==> config.mk <==
export PLATFORM = sky130hd
export DESIGN_NAME = iss_div_stage
export DESIGN_NICKNAME = d
export VERILOG_FILES = /design/src/rtl/iss_pkg.sv /design/src/rtl/iss_div_stage.sv
export SDC_FILE = /design/constraint.sdc
export NUM_CORES = 1
export LEC_CHECK = 0
export ABC_AREA = 1
export BUFFER_PORTS_ARGS = -buffer_cell sky130_fd_sc_hd__buf_2
export CAP_MARGIN = 20
export CORE_MARGIN = 10
export CORE_UTILIZATION = 40
export CTS_BUF_LIST = sky130_fd_sc_hd__clkbuf_16
export DETAILED_ROUTE_END_ITERATION = 16
export PLACE_DENSITY = 0.67
export SETUP_SLACK_MARGIN = 0.15
export SKIP_LAST_GASP = 1
export SYNTH_ARGS = -nofsm -noshare
export SYNTH_HDL_FRONTEND = slang
export SYNTH_SLANG_ARGS = --single-unit
==> constraint.sdc <==
create_clock -name i_clk -period 17 [get_ports i_clk]
set_clock_uncertainty 0.05 [all_clocks]
set_input_delay 2.55 -clock i_clk [delete_from_list [all_inputs] [get_ports i_clk]]
set_output_delay 2.55 -clock i_clk [all_outputs]
set_load 0.03 [all_outputs]
==> src/rtl/iss_pkg.sv <==
// ----------------------------------------------------------------------------
// Interpolation step setup: package
// Widths, lane indexes and the word types that travel down the pipeline.
// ----------------------------------------------------------------------------
`timescale 1ns / 1ps

package iss_pkg;

    localparam int COMP_W         = 16;
    localparam int FRAC_SHIFT     = 16;
    localparam int DIVIDEND_W     = COMP_W + FRAC_SHIFT;
    localparam int STEPS_W        = 15;
    localparam int LANES          = 4;
    localparam int BITS_PER_STAGE = 4;

    localparam int LANE_X = 0;
    localparam int LANE_Y = 1;
    localparam int LANE_Z = 2;
    localparam int LANE_W = 3;

    localparam logic [FRAC_SHIFT-1:0] HALF_BIAS = 16'h8000;

    typedef struct packed {
        logic                  neg;
        logic [STEPS_W-1:0]    rem;
        logic [DIVIDEND_W-1:0] quo;
    } t_lane;

    typedef struct packed {
        logic                           err;
        logic [STEPS_W-1:0]             divisor;
        logic [LANES-1:0][COMP_W-1:0]   ref_lo;
        t_lane [LANES-1:0]              lane;
    } t_work;

    typedef struct packed {
        logic                             err;
        logic [LANES-1:0][DIVIDEND_W-1:0] delta;
        logic [LANES-1:0][DIVIDEND_W-1:0] seed;
    } t_result;

endpackage

==> src/rtl/iss_div_stage.sv <==
// ----------------------------------------------------------------------------
// Interpolation step setup: divider stage
// Retires P_BITS quotient bits of every lane by shift and trial subtract,
// then registers the partial remainders and quotients.
// ----------------------------------------------------------------------------
`timescale 1ns / 1ps

module iss_div_stage import iss_pkg::*; #(
    parameter int P_BITS = BITS_PER_STAGE
) (
    input  logic  i_clk,
    input  logic  i_rst_n,
    input  logic  i_en,
    input  logic  i_valid,
    input  t_work i_work,
    output logic  o_valid,
    output t_work o_work
);

    t_work n_work;
    t_work r_work;
    logic  r_valid;

    always_comb begin
        logic [STEPS_W:0] trial;
        logic [STEPS_W:0] sub;
        logic             take;
        n_work = i_work;
        for (int l = 0; l < LANES; l++) begin
            for (int b = 0; b < P_BITS; b++) begin
                trial = {n_work.lane[l].rem, n_work.lane[l].quo[DIVIDEND_W-1]};
                sub   = trial - {1'b0, i_work.divisor};
                take  = (trial >= {1'b0, i_work.divisor});
                n_work.lane[l].rem = take ? sub[STEPS_W-1:0] : trial[STEPS_W-1:0];
                n_work.lane[l].quo = {n_work.lane[l].quo[DIVIDEND_W-2:0], take};
            end
        end
    end

    always_ff @(posedge i_clk) begin
        if (!i_rst_n) begin
            r_valid <= 1'b0;
        end else if (i_en) begin
            r_valid <= i_valid;
        end
    end

    always_ff @(posedge i_clk) begin
        if (i_en) begin
            r_work <= n_work;
        end
    end

    assign o_valid = r_valid;
    assign o_work  = r_work;

endmodule

==> results.sh <==
export IMPL_grt_overflow=0
export IMPL_dpl_cell_area_um2=26870
export IMPL_place_congestion=0.9363
export IMPL_ys_ff_latch=273
export IMPL_critPathMaxFanout=22
export IMPL_cts_tree="built"
export IMPL_clk_path_buf_depth=3
export IMPL_critical_path_class="primary input to flop"
export IMPL_drt_iter0_drc=1626
export IMPL_internal_power_mw=2.703
export IMPL_crit_path_top_delay_cell="nor2_2"
export IMPL_ant_nets=0
export IMPL_switchingPower_mw=2.756
export IMPL_seqPwrFrac=0.193
export IMPL_cellPowerDensity_nw_per_um2=195.0
export IMPL_pwr_share_comb=0.674
export IMPL_synth_edff_count=272
export IMPL_grt_max_degree=162
export IMPL_drt_total_wl_um=86210
export IMPL_period_share=0.6641
export IMPL_grt_pass1_vias=20650
export IMPL_grt_pass1_wl_um=125100
export IMPL_worstPathArrival_ns=11.55
export IMPL_synth_area_top_cells="edfxtp_1, nand2_1, ha_1"
export IMPL_finalSetupTns_ns=0
export IMPL_syn2layout_area_growth_pct=20.01
export IMPL_die_h_um=261.5
export IMPL_grt_setup_unrepaired="false"
export IMPL_clock_root_buffer="clkbuf_16"
export IMPL_track_usage=0.2400
export IMPL_finalMaxSlewViolations=0
export IMPL_cap_viol_max_count=0
export IMPL_ctsHoldBuffers=0
export IMPL_vias=22290
export IMPL_worst_pin_slew_ns=0.9595
export IMPL_cts_htree_levels=2
export IMPL_path_clk_slew_ns=0.06
export IMPL_finalNetCount=4078
export IMPL_die_area_um2=68390
export IMPL_p_leak_nw=13.97
export IMPL_max_freq_ghz=0.08858
export IMPL_synth_top_area_frac=0.3501
export IMPL_via_per_inst=5.134
export IMPL_async_reset_ff_frac=0
export IMPL_ys_types=51
export IMPL_end_kind="flop"
export IMPL_swShare=0.5048
export IMPL_clkPwrFrac=0.134
export IMPL_finalHoldViolCount=0
export IMPL_status="completed"
export IMPL_cts_setup_buffers=0
export IMPL_crit_top_cell="nand2_1"
export IMPL_grt_antenna_before_repair=17
export IMPL_hp_class="flop to flop"
export IMPL_synth_top_area_cell="edfxtp_1"
export IMPL_drive_above_1_share=0.2005
export IMPL_hpwl_um=70380
export IMPL_synth_area_um2=23330
export IMPL_cts_resized=0
export IMPL_core_area_um2=57700
export IMPL_row_count=88
export IMPL_finalSetupViolCount=0
export IMPL_ys_flop_type="edfxtp_1"
export IMPL_slew_headroom=0.3603
export IMPL_die_x_um=261.5
export IMPL_power_mw=5.459
export IMPL_start_util=0.4044
export IMPL_io_pins=549
export IMPL_critPathLaunchType="primary input"
export IMPL_worstPathRequired_ns=17.26
export IMPL_final_area_um2=28000
export IMPL_routedWlPerCell_um=19.85
export IMPL_period_minus_slack_ns=11.29
export IMPL_ys_warn_count=0
export IMPL_clk_insertion_delay_late_ns=0.53
export IMPL_final_util=0.4853
export IMPL_crit_path_max_incr_delay_ns=0.65
export IMPL_synth_nets=3516
export IMPL_io_buffers=548
export IMPL_ys_seq_area_frac=0.3509
export IMPL_cts_inserted_buffers=34
export IMPL_ir_drop_mv=0.1020
export IMPL_postSynthCellCount=2984
export IMPL_cts_sinks=273
export IMPL_drcViolationCount=0
export IMPL_syn_mean_instance_area_um2=7.819
export IMPL_dr_pass1_iters=5
-- power by group through the flow --
stage	logic (mW)	registers (mW)	clock network, mW
6_report	3.68	1.05	0.729
5_1_grt	4.15	1.06	0.778
4_1_cts	3.67	1.05	0.751
3_5_place_dp	3.65	1.07	0
3_3_place_gp	3.64	1.06	0
2_1_floorplan	2.63	1.32	0
-- state kept, by name (all words and copies together) (netlist names) --
| register | flops |
|---|---|
| o_valid | 1 |
| o_work | 272 |
-- critical path, delay by kind of cell --
kind / cells / cell delay [ns]
simple gates: 29 / 4.18
fa+ha+maj: 4 / 1.68
compound gates: 8 / 1.43
buf+inv: 8 / 1.66
-- metal layers --
layer / vias up / global-route usage / wire (um)
met2: 798 / 0.4107 / 40740
met5: - / 0 / 85
met3: 125 / 0.04466 / 6475
li1: 11150 / - / -
met1: 10210 / 0.3042 / 36610
met4: 12 / 0.06823 / 2304
-- logic make-up (layout without fill, tap and decap cells) --
| family | Yosys count | after routing | synth area share |
|---|---|---|---|
| AND/OR/NAND/NOR | 1422 | 1422 | 0.2596 |
| XOR/XNOR | 173 | 173 | 0.06494 |
| adder cells (fa/ha/maj) | 256 | 256 | 0.1424 |
| buffers and inverters | 385 | 972 | 0.06939 |
| other | 0 | 6 | 0 |
| AO/OA/AOI/OAI | 475 | 475 | 0.1127 |
| flip-flops | 273 | 273 | 0.3509 |
-- Yosys cell counts, types with 12 or more instances --
library cell / instances
xnor2_1: 91
a21o_1: 12
xor2_1: 82
nand3_2: 12
o21ai_1: 31
nand3_1: 145
o21ai_0: 154
inv_1: 333
or2_2: 16
a21oi_1: 197
fa_1: 16
buf_6: 13
nand2_1: 951
o21bai_1: 15
nand4_1: 30
nand3b_1: 15
nand2_2: 17
edfxtp_1: 272
nor2_1: 170
buf_4: 17
nor3_1: 30
ha_1: 240
-- layout by cell type (no fill, tap or decap), types with 7 or more instances in the layout --
| master | instances |
|---|---|
| a21boi_0 | 10 |
| a31oi_1 | 10 |
| a21o_1 | 12 |
| o21ai_2 | 9 |
| clkbuf_16 | 34 |
| xor2_1 | 82 |
| nand2_1 | 951 |
| o21a_1 | 10 |
| inv_2 | 10 |
| fa_1 | 16 |
| o21ai_0 | 154 |
| inv_1 | 337 |
| or2_2 | 16 |
| o31ai_1 | 8 |
| o21ai_1 | 31 |
| nor2_1 | 170 |
| nand4_1 | 30 |
| ha_1 | 240 |
| nand3_1 | 145 |
| nand3b_1 | 15 |
| a21oi_2 | 10 |
| buf_2 | 547 |
| buf_4 | 17 |
| o21bai_1 | 15 |
| nor2_4 | 7 |
| clkinv_1 | 7 |
| edfxtp_1 | 272 |
| xnor2_1 | 91 |
| nand2_2 | 17 |
| nor3_1 | 30 |
| nand3_2 | 12 |
| a21oi_1 | 197 |
-- final timing paths --
check	from	to	slack, ns	depth (start not counted)
setup / recovery	i_work[257]	o_work[180]	5.71	49
hold / removal	o_valid	o_valid	0.50	2
setup reg to reg	o_valid	o_valid	16.28	2
hold reg to reg	o_valid	o_valid	0.50	2
-- cell type report --
cell class | count | area, um2
inverters | 345 | 1297
clock buffers | 34 | 850.8
flip-flops and latches | 273 | 8188
clock inverters | 27 | 266.5
repair buffers | 566 | 2900
fillers | 5702 | 29700
multi-input cells | 2326 | 13520
well taps | 765 | 957.2
diodes | 6 | 15.01
-- stage by stage --
step                setup slack [ns]  hold WS, ns  instances
finish                         5.711       0.4989       4342
global route                   4.625       0.5470       4339
CTS                            5.746       0.5042       4336
detailed placement             5.200       0.4896       4275
global placement               5.271       0.4810       4275
floorplan                      7.456       0.6050       2984
Note: power is estimated with default switching activity, not from simulation.
