==> src/rtl/iss_pkg.sv <==
// ----------------------------------------------------------------------------
// Interpolation step setup: package
// Widths, lane indexes and the word types that travel down the pipeline.
// ----------------------------------------------------------------------------
`timescale 1ns / 1ps

package iss_pkg;

    localparam int COMP_W         = 16;
    localparam int FRAC_SHIFT     = 16;
    localparam int DIVIDEND_W     = COMP_W + FRAC_SHIFT;
    localparam int STEPS_W        = 15;
    localparam int LANES          = 4;
    localparam int BITS_PER_STAGE = 4;

    localparam int LANE_X = 0;
    localparam int LANE_Y = 1;
    localparam int LANE_Z = 2;
    localparam int LANE_W = 3;

    localparam logic [FRAC_SHIFT-1:0] HALF_BIAS = 16'h8000;

    typedef struct packed {
        logic                  neg;
        logic [STEPS_W-1:0]    rem;
        logic [DIVIDEND_W-1:0] quo;
    } t_lane;

    typedef struct packed {
        logic                           err;
        logic [STEPS_W-1:0]             divisor;
        logic [LANES-1:0][COMP_W-1:0]   ref_lo;
        t_lane [LANES-1:0]              lane;
    } t_work;

    typedef struct packed {
        logic                             err;
        logic [LANES-1:0][DIVIDEND_W-1:0] delta;
        logic [LANES-1:0][DIVIDEND_W-1:0] seed;
    } t_result;

endpackage

==> src/rtl/iss_prep.sv <==
// ----------------------------------------------------------------------------
// Interpolation step setup: input stage
// Forms the shifted differences, their signs and magnitudes, and registers
// the word that enters the divider chain.
// ----------------------------------------------------------------------------
`timescale 1ns / 1ps

module iss_prep import iss_pkg::*; (
    input  logic                         i_clk,
    input  logic                         i_rst_n,
    input  logic                         i_en,
    input  logic                         i_valid,
    input  logic [STEPS_W-1:0]           i_steps,
    input  logic [LANES-1:0][COMP_W-1:0] i_target,
    input  logic [LANES-1:0][COMP_W-1:0] i_ref,
    output logic                         o_valid,
    output t_work                        o_work
);

    logic [LANES-1:0][COMP_W-1:0]     diff;
    logic [LANES-1:0][DIVIDEND_W-1:0] num;
    t_work                            n_work;
    t_work                            r_work;
    logic                             r_valid;

    always_comb begin
        n_work         = '0;
        n_work.err     = (i_steps == '0);
        n_work.divisor = i_steps;
        for (int l = 0; l < LANES; l++) begin
            diff[l] = i_target[l] - i_ref[l];
            num[l]  = {diff[l], {FRAC_SHIFT{1'b0}}};
            n_work.ref_lo[l]   = i_ref[l];
            n_work.lane[l].neg = diff[l][COMP_W-1];
            n_work.lane[l].rem = '0;
            n_work.lane[l].quo = diff[l][COMP_W-1] ? ('0 - num[l]) : num[l];
        end
    end

    always_ff @(posedge i_clk) begin
        if (!i_rst_n) begin
            r_valid <= 1'b0;
        end else if (i_en) begin
            r_valid <= i_valid;
        end
    end

    always_ff @(posedge i_clk) begin
        if (i_en) begin
            r_work <= n_work;
        end
    end

    assign o_valid = r_valid;
    assign o_work  = r_work;

endmodule

==> config.mk <==
export PLATFORM = sky130hd
export DESIGN_NAME = iss_prep
export DESIGN_NICKNAME = d
export VERILOG_FILES = /design/src/rtl/iss_pkg.sv /design/src/rtl/iss_prep.sv
export SDC_FILE = /design/constraint.sdc
export NUM_CORES = 1
export LEC_CHECK = 0
export ABC_AREA = 1
export BUFFER_PORTS_ARGS = -buffer_cell sky130_fd_sc_hd__buf_2
export CORE_AREA = 2 2 164 166
export DETAILED_ROUTE_END_ITERATION = 12
export DIE_AREA = 0 0 166 168
export PLACE_DENSITY = 0.72
export SYNTH_ARGS = -nofsm -noshare
export SYNTH_HDL_FRONTEND = slang
export SYNTH_SLANG_ARGS = --single-unit
==> constraint.sdc <==
create_clock -name i_clk -period 4 [get_ports i_clk]
set_clock_uncertainty 0.1 [all_clocks]
set_input_delay 0.4 -clock i_clk [delete_from_list [all_inputs] [get_ports i_clk]]
set_output_delay 0.4 -clock i_clk [all_outputs]
set_load 0.1 [all_outputs]
==> qor.txt, run 1 <==
Ys async rst share - 0%
Via density - 4.53
Top sig layer - met4
Slew Viols, Final - 0
CTS Sinks - 149
Post-CTS Resized - 0
CTS clk-pin slew, worst paths - 0.07 ns
Hold-critical path depth - 1
Vias in the first global route - 8,938
Leakage - 7.34 nW
Most frequent CP cell - inv_1
Slew HR - 42.0%
Core box area - 26,400 um^2
Hold Crit Endpoint - o_work[216]
IO buf count - 295
Crit path buffers/inverters - 6
Initial core utilization - 43.5%
Ys flop type - edfxtp_1
Critical R2R Capture - o_valid
Fin. Hold Viols - 0
Clk_lat worst skew - 0.41 ns
Reg2reg path depth - 2
Synth Register Bits - 149
CP required - 4.07 ns
Cell Area, Synth - 11,500 um^2
Pwr dens - 530 nW/um^2
Root Driver - clkbuf_16
P&R area growth vs syn - 17.2%
Arrival @ worst endpoint - 2.49 ns
Die X - 166 um
Crit Path Class - primary input to flop
RSZ-0062 raised after global routing - false
Area leader, netlist - edfxtp_1
Fin crit period - 2.42 ns
Setup TNS - 0 ns
Final Total Pwr - 0.00712 W
Antenna violations before repair - 3
Hold_sp - i_ref[24]
Avg WL per Cell - 12.7 um
Synth Instances - 1,487
Worst VDD drop - 0.488 mV
Htree depth - 4
Total global routing overflow - 0
Share of cells above drive strength 1 - 23.2%
Final setup fails - 0
Number of enable flip-flop cells after synthesis - 148
Peak Freq - 413 MHz
Max Cap Viol - 0
Nets - 2,011
Cts bufs inserted - 17
Met2 wire length - 13,500 um
Hold Path Class - primary input to flop
Commonest non-fill, non-tap cell in the layout - nand2_1
TritonCTS clock tree - built
Die Ht - 168 um
Routability Congestion - 0.860
Antenna Nets Post-Route - 0
Status - complete, no violations
Final worst path period share - 60.5%
CP peak stage delay - 0.46 ns
Max Root-Sink Buffers - 2
Die area - 27,900 um^2
Worst-Margin Slew - 0.870 ns
Final HPWL DP - 22,400 um
First-pass GRT wire length - 43,100 um
Total GRT Usage - 19.1%
Top delay family on crit path - adder cells
CP Capture Type - flop
Metal-1 WL - 11,600 um
Most frequent cells in the layout - nand2_1 (440), buf_2 (294), inv_1 (274), edfxtp_1 (148), conb_1 (124)
Number of top-level pins - 420
Flop-to-flop setup slack - 3.24 ns
Crit path cell chain - buf_2 -> inv_1 -> ha_1 -> inv_1 -> fa_1 -> inv_1 -> ha_1 -> inv_1 -> a21oi_1 -> nand3_1 -> nor2_1 -> nand2_1 -> nor2_4 -> nand2_2 -> nand2_4 -> xor2_1 -> inv_1
Site Rows - 60
CP startpoint kind - primary input
Worst r2r src - o_valid
Drt first pass iters - 8
Synth warnings - 0
Vias - 9,740
Crit-path slowest cell - fa_1
Seq/Total Area, Yosys - 38.9%
Top post-synthesis cells by area - edfxtp_1 (39%), nand2_1 (14%), inv_1 (9.0%)
Final wirelength - 27,300 um
Hold_buf cts - 0
Met3 routed WL - 1620 um
Synthesized area per cell - 7.71 um^2
Pin count of the biggest net entering global routing - 92
Detailed-route DRC error count - 0
Share of the synthesized area in the top cell type - 38.8%
1st-iter DRT viols - 535
Number of distinct library cells after synthesis - 32
Worst-path fanout max - 5
Post-CTS Setup Bufs - 0
## worst max path at each step
stage / endpoint / startpoint / slack (ns) / cells past startpoint
floorplan: o_work[74] / i_target[16] / 1.44 / 16
global placement: o_work[74] / i_target[16] / 1.21 / 17
detailed placement: o_work[26] / i_target[0] / 1.16 / 17
CTS: o_work[26] / i_target[0] / 1.59 / 17
global route: o_work[28] / i_target[0] / 1.40 / 18
finish: o_work[26] / i_target[0] / 1.58 / 17
## metrics by stage
step           instance area [um^2]  setup slack (ns)  std cells  util [%]  hold slack [ns]
2_1_floorplan                 11900              1.44       1610         -            0.393
3_3_place_gp                  12900              1.21       2118      48.8            0.418
3_5_place_dp                  12900              1.16       2118      48.8            0.440
4_1_cts                       13400              1.59       2149      51.0           0.0492
5_1_grt                       13400              1.40       2151      51.0           0.0470
6_report                      13400              1.58       2151      51.0           0.0641
## flip-flops by register name (all words and copies together), names as in the netlist
register and count:
o_work 148, o_valid 1
## power by group
group / switching (W) / internal, W
logic: 0.00289 / 0.000570
clock network: 0.000647 / 0.000971
registers: 0.0000508 / 0.00199
## synth_stat cells (2+ instances only)
master	count
fa_1	4
nand3_2	11
buf_6	3
nand2_1	440
a21oi_2	5
nor4_1	3
nor2_1	86
buf_4	124
a21oi_1	37
o21ai_0	13
nor2_4	3
nand3_1	106
and2_1	5
edfxtp_1	148
nand2_2	48
nor3_1	4
xnor2_1	11
nand2_4	7
nand3b_1	8
nor2_2	13
inv_1	274
ha_1	64
buf_8	2
inv_2	10
xor2_1	29
nand4_1	23
## cell type report
| cell class | count | area [um^2] |
|---|---|---|
| diodes | 2 | 5.00 |
| repair buffers | 296 | 1500 |
| clock buffers | 20 | 437 |
| flip-flops and latches | 149 | 4460 |
| multi-input cells | 1048 | 5400 |
| clock inverters | 11 | 135 |
| well taps | 341 | 427 |
| inverters | 284 | 1070 |
| fillers | 2577 | 12900 |
## cells by family (layout without fill, tap and decap cells)
family / after synthesis / after routing / synth area share [%]
and+or+nand+nor: 759 / 759 / 29.6
xor gates and xnor gates: 40 / 40 / 3.06
AOI/OAI and AO/OA: 57 / 57 / 2.67
buffers and inverters: 413 / 611 / 18.0
DFF: 149 / 149 / 38.9
other: 1 / 126 / 0.0327
adders and majority gates: 68 / 68 / 7.68
## worst reg2reg max path, cell delays in order, from the launching register on
cell,delay (ns)
dfxtp_1,0.31
o21ai_0,0.16
a21oi_1,0.05
## per-layer routing
layer / global-route usage (%) / up-vias
met2: 33.9 / 322
li1: - / 5038
met4: 6.20 / 0
met3: 3.13 / 33
met1: 23.6 / 4347
met5: 0 / -
No activity file was read; power rests on OpenSTA's default activity.
==> run 2, diff against run 1 <==
Settings changed: CORE_AREA 2 2 164 166 to 2 2 161 163, DIE_AREA 0 0 166 168 to 0 0 163 165, PLACE_DENSITY 0.72 to 0.78.
Clock period 4 ns to 2.1 ns, I/O delays scaled along.
==> run 2 against run 1 <==
Compared with the run above: critical path type unchanged; global-route usage up 3.3 points; via count increased by 13%; setup slack lost 1.6 ns; sequential power rose by 90%; cell area increased by 18%; count of clock-buffer cells in the layout down 3; largest cell class unchanged; critical endpoint is now o_work[77]; highest routed layer unchanged.
==> qor.txt, run 2 (synthesis gave the netlist of run 1 again) <==
Die Ht - 165 um (was 168 um)
P&R area growth vs syn - 38.6% (was 17.2%)
Initial core utilization - 45.8% (was 43.5%)
Reg2reg path depth - 3 (was 2)
Fin crit period - 2.08 ns
Crit Path Class - primary input to flop (unchanged)
Peak Freq - 480 MHz
Core box area - 25,000 um^2 (was 26,400 um^2)
Final setup fails - 0 (unchanged)
Most frequent cells in the layout - nand2_1 (432), buf_2 (289), inv_1 (259), buf_4 (170), edfxtp_1 (148) (was nand2_1 (440), buf_2 (294), inv_1 (274), edfxtp_1 (148), conb_1 (124))
Max Cap Viol - 0 (unchanged)
Max FFs per register - 148 (unchanged)
CP required - 2.18 ns (was 4.07 ns)
Nets - 2,264 (was 2,011)
Final HPWL DP - 23,700 um (was 22,400 um)
Placed Area - 14,200 um^2 (was 12,900 um^2)
Site Rows - 58 (was 60)
Detailed-route DRC error count - 0 (unchanged)
CTS clk-pin slew, worst paths - 0.06 ns (was 0.07 ns)
Final wirelength - 31,700 um (was 27,300 um)
Final Total Pwr - 0.0144 W (was 0.00712 W)
Via density - 4.59 (was 4.53)
Place WS - -0.492 ns (was 1.16 ns)
Commonest non-fill, non-tap cell in the layout - nand2_1 (unchanged)
CP Capture Type - flop (unchanged)
1st-iter DRT viols - 568 (was 535)
Slew HR - 61.7% (was 42.0%)
PnR worst setup slack - 0.0179 ns (was 1.58 ns)
Htree depth - 4 (unchanged)
Max Root-Sink Buffers - 2 (unchanged)
Antenna Nets Post-Route - 0 (unchanged)
Slew Viols, Final - 0 (unchanged)
Number of top-level pins - 420 (unchanged)
Arrival @ worst endpoint - 2.17 ns (was 2.49 ns)
Hold Path Class - primary input to flop (unchanged)
Die X - 163 um (was 166 um)
Total GRT Usage - 22.3% (was 19.1%)
Vias in the first global route - 10,500 (was 8,938)
First-pass GRT wire length - 48,000 um (was 43,100 um)
Clk_lat worst skew - 0.43 ns (was 0.41 ns)
Min Hold Slack - 0.00289 ns (was 0.0641 ns)
Total global routing overflow - 0 (unchanged)
Status - complete, no violations (unchanged)
Worst VDD drop - 0.791 mV (was 0.488 mV)
IO buf count - 295 (unchanged)
Pin count of the biggest net entering global routing - 52 (was 92)
Share of cells above drive strength 1 - 31.9% (was 23.2%)
CTS Sinks - 149 (unchanged)
Cts bufs inserted - 17 (unchanged)
Fin. Hold Viols - 0 (unchanged)
Leakage - 8.55 nW (was 7.34 nW)
Antenna violations before repair - 4 (was 3)
Final worst path period share - 99.1%
Die area - 26,900 um^2 (was 27,900 um^2)
Pwr dens - 909 nW/um^2 (was 530 nW/um^2)
Avg WL per Cell - 13.2 um (was 12.7 um)
Routability Congestion - 0.868 (was 0.860)
Worst-Margin Slew - 0.569 ns (was 0.870 ns)
Worst-path fanout max - 3 (was 5)
Drt first pass iters - 5 (was 8)
TritonCTS clock tree - built (unchanged)
Post-route cell area - 15,900 um^2 (was 13,400 um^2)
Utilization after layout - 63.5% (was 51.0%)
RSZ-0062 raised after global routing - true (was false)
Hold-critical path depth - 2 (was 1)
Root Driver - clkbuf_16 (unchanged)
Vias - 11,000 (was 9,740)
CP startpoint kind - primary input (unchanged)
-- run 2: cell types whose count changed in the layout (fill, tap and decap cells not counted), sizes merged --
| cell | change |
|---|---|
| bufinv | -2 |
| clkbuf | -3 |
| dlygate4sd3 | +80 |
| buf | +173 |
| inv | +6 |
| diode | +2 |
-- run 2: where the power goes --
part           total [W]  internal (W)  switching [W]
sequential       0.00388       0.00379      0.0000929
clock            0.00309       0.00166        0.00142
combinational    0.00748       0.00170        0.00578
-- run 2: path summary, 6_finish.rpt --
check | slack [ns] | start | endpoint
setup reg to reg | 0.79 | o_valid | o_valid
hold reg to reg | 1.02 | o_valid | o_valid
hold / removal | 0.003 | i_ref[43] | o_work[235]
setup / recovery | 0.02 | i_target[16] | o_work[77]
-- run 2: metrics by stage --
| step | setup TNS (ns) | std cells |
|---|---|---|
| 2_1_floorplan | -1.32 | 1610 |
| 3_3_place_gp | -12.67 | 2270 |
| 3_5_place_dp | -15.98 | 2270 |
| 4_1_cts | 0 | 2382 |
| 5_1_grt | -0.495 | 2396 |
| 6_report | 0 | 2396 |
-- run 2: critical path: stages --
cell and delay [ns]:
buf_8 0.10, inv_12 0.03, ha_4 0.15, inv_4 0.05, fa_2 0.43, inv_2 0.10, buf_4 0.11, nand2_1 0.07
nor2_4 0.11, nand2_1 0.09, nor2_2 0.16, nand2_1 0.07, nor2_1 0.08, nand2_1 0.09, nand2_2 0.10, nand2_1 0.09
nand2_1 0.07, nand2_1 0.05
-- run 2: routing by layer --
metal / wire length (um) / vias to the layer above / share of wire [%] / GRT usage (%)
met5: 0 / - / 0 / 0
met1: 12300 / 5000 / 39 / 25.0
li1: - / 5541 / - / -
met2: 16900 / 407 / 53 / 42.2
met4: 862 / 0 / 2.7 / 8.73
met3: 1640 / 53 / 5.2 / 3.44
-- run 2: final cells by class --
type	count	area (um^2)
repair buffers	549	3680
inverters	284	1120
well taps	330	413
clock inverters	15	146
clock buffers	17	425
multi-input cells	1048	5640
diodes	4	10.0
fillers	2057	9140
flip-flops and latches	149	4460
-- run 2: what timing repair did --
| action | 4_1_cts | 5_1_grt |
|---|---|---|
| cloned | 0 | 0 |
| endpoints found under the setup margin | 3 | 29 |
| resized for setup | 4 | 46 |
| pin swaps | 2 | 32 |
| hold buffers | 80 | 0 |
| endpoints found under the hold margin | 79 | 0 |
| buffers inserted | 0 | 10 |
==> run 3, diff against run 2 <==
Settings changed: CORE_AREA 2 2 161 163 to 2 2 164 166, CTS_BUF_LIST from default to sky130_fd_sc_hd__clkbuf_8, DIE_AREA 0 0 163 165 to 0 0 166 168, PLACE_DENSITY 0.78 to 0.75, TNS_END_PERCENT from default to 50.
==> run 3 against run 2 <==
Compared with the run above: setup slack better by 0.014 ns; sequential share of layout area is 0.29 points higher; via count is 0.61% lower; count of clock-buffer cells in the layout stayed put; cell area is 1.0% lower; combinational power hardly changed; global-route usage is 1.1 points lower; largest power group unchanged; highest routed layer unchanged.
==> qor.txt, run 3 (synthesis gave the netlist of run 1 again) <==
Most frequent cells in the layout - nand2_1 (434), buf_2 (290), inv_1 (258), buf_4 (177), edfxtp_1 (148) (was nand2_1 (432), buf_2 (289), inv_1 (259), buf_4 (170), edfxtp_1 (148))
Total global routing overflow - 0 (unchanged)
Die Ht - 168 um (was 165 um)
Min Hold Slack - 0.0780 ns (was 0.00289 ns)
Leakage - 8.50 nW (was 8.55 nW)
Final worst path period share - 98.5% (was 99.1%)
Worst VDD drop - 0.861 mV (was 0.791 mV)
Antenna Nets Post-Route - 0 (unchanged)
1st-iter DRT viols - 600 (was 568)
Avg WL per Cell - 12.7 um (was 13.2 um)
Final wirelength - 30,500 um (was 31,700 um)
Antenna violations before repair - 0 (was 4)
Share of cells above drive strength 1 - 31.8% (was 31.9%)
Max FFs per register - 148 (unchanged)
Slew HR - 61.7% (about the same)
Cts bufs inserted - 17 (unchanged)
CTS clk-pin slew, worst paths - 0.11 ns (was 0.06 ns)
Critical R2R Capture - o_valid (unchanged)
P&R area growth vs syn - 37.2% (was 38.6%)
Final Total Pwr - 0.0138 W (was 0.0144 W)
Worst-path fanout max - 7 (was 3)
Arrival @ worst endpoint - 2.19 ns (was 2.17 ns)
Commonest non-fill, non-tap cell in the layout - nand2_1 (unchanged)
CTS Sinks - 149 (unchanged)
Detailed-route DRC error count - 0 (unchanged)
RSZ-0062 raised after global routing - true (unchanged)
Routability Congestion - 0.880 (was 0.868)
Flop-to-flop setup slack - 0.81 ns (was 0.79 ns)
Core box area - 26,400 um^2 (was 25,000 um^2)
Pin count of the biggest net entering global routing - 56 (was 52)
CP Capture Type - flop (unchanged)
Die X - 166 um (was 163 um)
Max Root-Sink Buffers - 2 (unchanged)
Hold_sp - i_ref[32] (was i_ref[43])
Hold Path Class - primary input to flop (unchanged)
Total GRT Usage - 21.2% (was 22.3%)
Peak Freq - 484 MHz (was 480 MHz)
Worst r2r src - o_valid (unchanged)
Crit Path Class - primary input to flop (unchanged)
TritonCTS clock tree - built (unchanged)
Hold-critical path depth - 3 (was 2)
Worst-Margin Slew - 0.569 ns (about the same)
Non-Filler Instances - 2,411 (was 2,396)
Drt first pass iters - 7 (was 5)
Via density - 4.54 (was 4.59)
CP startpoint kind - primary input (unchanged)
Fin crit period - 2.07 ns (was 2.08 ns)
Hold Crit Endpoint - o_work[112] (was o_work[235])
Nets - 2,272 (was 2,264)
Utilization after layout - 59.7% (was 63.5%)
Slew Viols, Final - 0 (unchanged)
Reg2reg path depth - 3 (unchanged)
Vias - 10,900 (was 11,000)
Filler cells - 2,264 (was 2,057)
CP required - 2.22 ns (was 2.18 ns)
Final HPWL DP - 23,800 um (was 23,700 um)
IO buf count - 295 (unchanged)
Max Cap Viol - 0 (unchanged)
Vias in the first global route - 10,600 (was 10,500)
# placed instances - 2,288 (was 2,270)
Die area - 27,900 um^2 (was 26,900 um^2)
Post-route cell area - 15,700 um^2 (was 15,900 um^2)
Root Driver - clkbuf_8 (was clkbuf_16)
Pwr dens - 874 nW/um^2 (was 909 nW/um^2)
Initial core utilization - 43.5% (was 45.8%)
Site Rows - 60 (was 58)
Final setup fails - 0 (unchanged)
Clk_lat worst skew - 0.48 ns (was 0.43 ns)
Status - complete, no violations (unchanged)
ANT cells - 0 (was 4)
First-pass GRT wire length - 48,700 um (was 48,000 um)
Htree depth - 4 (unchanged)
Fin. Hold Viols - 0 (unchanged)
Placed Area - 14,300 um^2 (was 14,200 um^2)
Number of top-level pins - 420 (unchanged)
[run 3: cell type report]
| cell class | count | area [um^2] | area share [%] |
|---|---|---|---|
| clock buffers | 17 | 234 | 1.49 |
| clock inverters | 15 | 169 | 1.07 |
| inverters | 284 | 1120 | 7.13 |
| multi-input cells | 1049 | 5620 | 35.7 |
| flip-flops and latches | 149 | 4460 | 28.4 |
| well taps | 341 | 427 | 2.71 |
| repair buffers | 556 | 3700 | 23.5 |
[run 3: worst max-delay path by stage]
stage                       from           to  slack, ns  depth (start not counted)
finish                 i_ref[45]  o_work[122]       0.03                         12
global route        i_target[32]  o_work[122]      -0.04                         17
detailed placement  i_target[16]   o_work[74]      -0.51                         17
floorplan            i_target[0]   o_work[26]      -0.18                         16
global placement    i_target[16]   o_work[74]      -0.46                         17
CTS                 i_target[16]   o_work[74]       0.01                         17
[run 3: per-layer routing]
| layer | GRT usage, % | vias up | part of all wire [%] |
|---|---|---|---|
| li1 | - | 5562 | - |
| met1 | 24.4 | 4969 | 41 |
| met2 | 39.3 | 354 | 51 |
| met3 | 3.90 | 49 | 5.5 |
| met4 | 7.64 | 0 | 2.5 |
| met5 | 0 | - | 0 |
[run 3: report_power, final]
part | internal [W] | switching (W)
Sequential | 0.00378 | 0.0000936
Combinational | 0.00171 | 0.00574
Clock | 0.00109 | 0.00134
Total | 0.00658 | 0.00717
[run 3: worst max-delay path, stage by stage]
cell           delay [ns]
dlygate4sd3_1        0.52
buf_2                0.12
inv_2                0.04
ha_4                 0.26
nand2_2              0.08
nor2_4               0.14
nand3_1              0.11
nand3b_1             0.21
nand2_4              0.15
nand2_4              0.13
xor2_1               0.15
inv_1                0.05
[run 3: repair_timing]
action	4_1_cts	5_1_grt
hold buffers	82	0
setup endpoints to repair	1	34
endpoints found under the hold margin	93	0
gates cloned	0	1
pin swaps	1	16
buffers inserted	1	7
resized for setup	1	42
[run 3: per-stage QoR]
stage               setup WS [ns]  TNS [ns]
detailed placement         -0.513    -18.29
floorplan                  -0.185     -1.71
CTS                        0.0116         0
finish                     0.0320         0
global route              -0.0407    -0.267
global placement           -0.462    -14.73
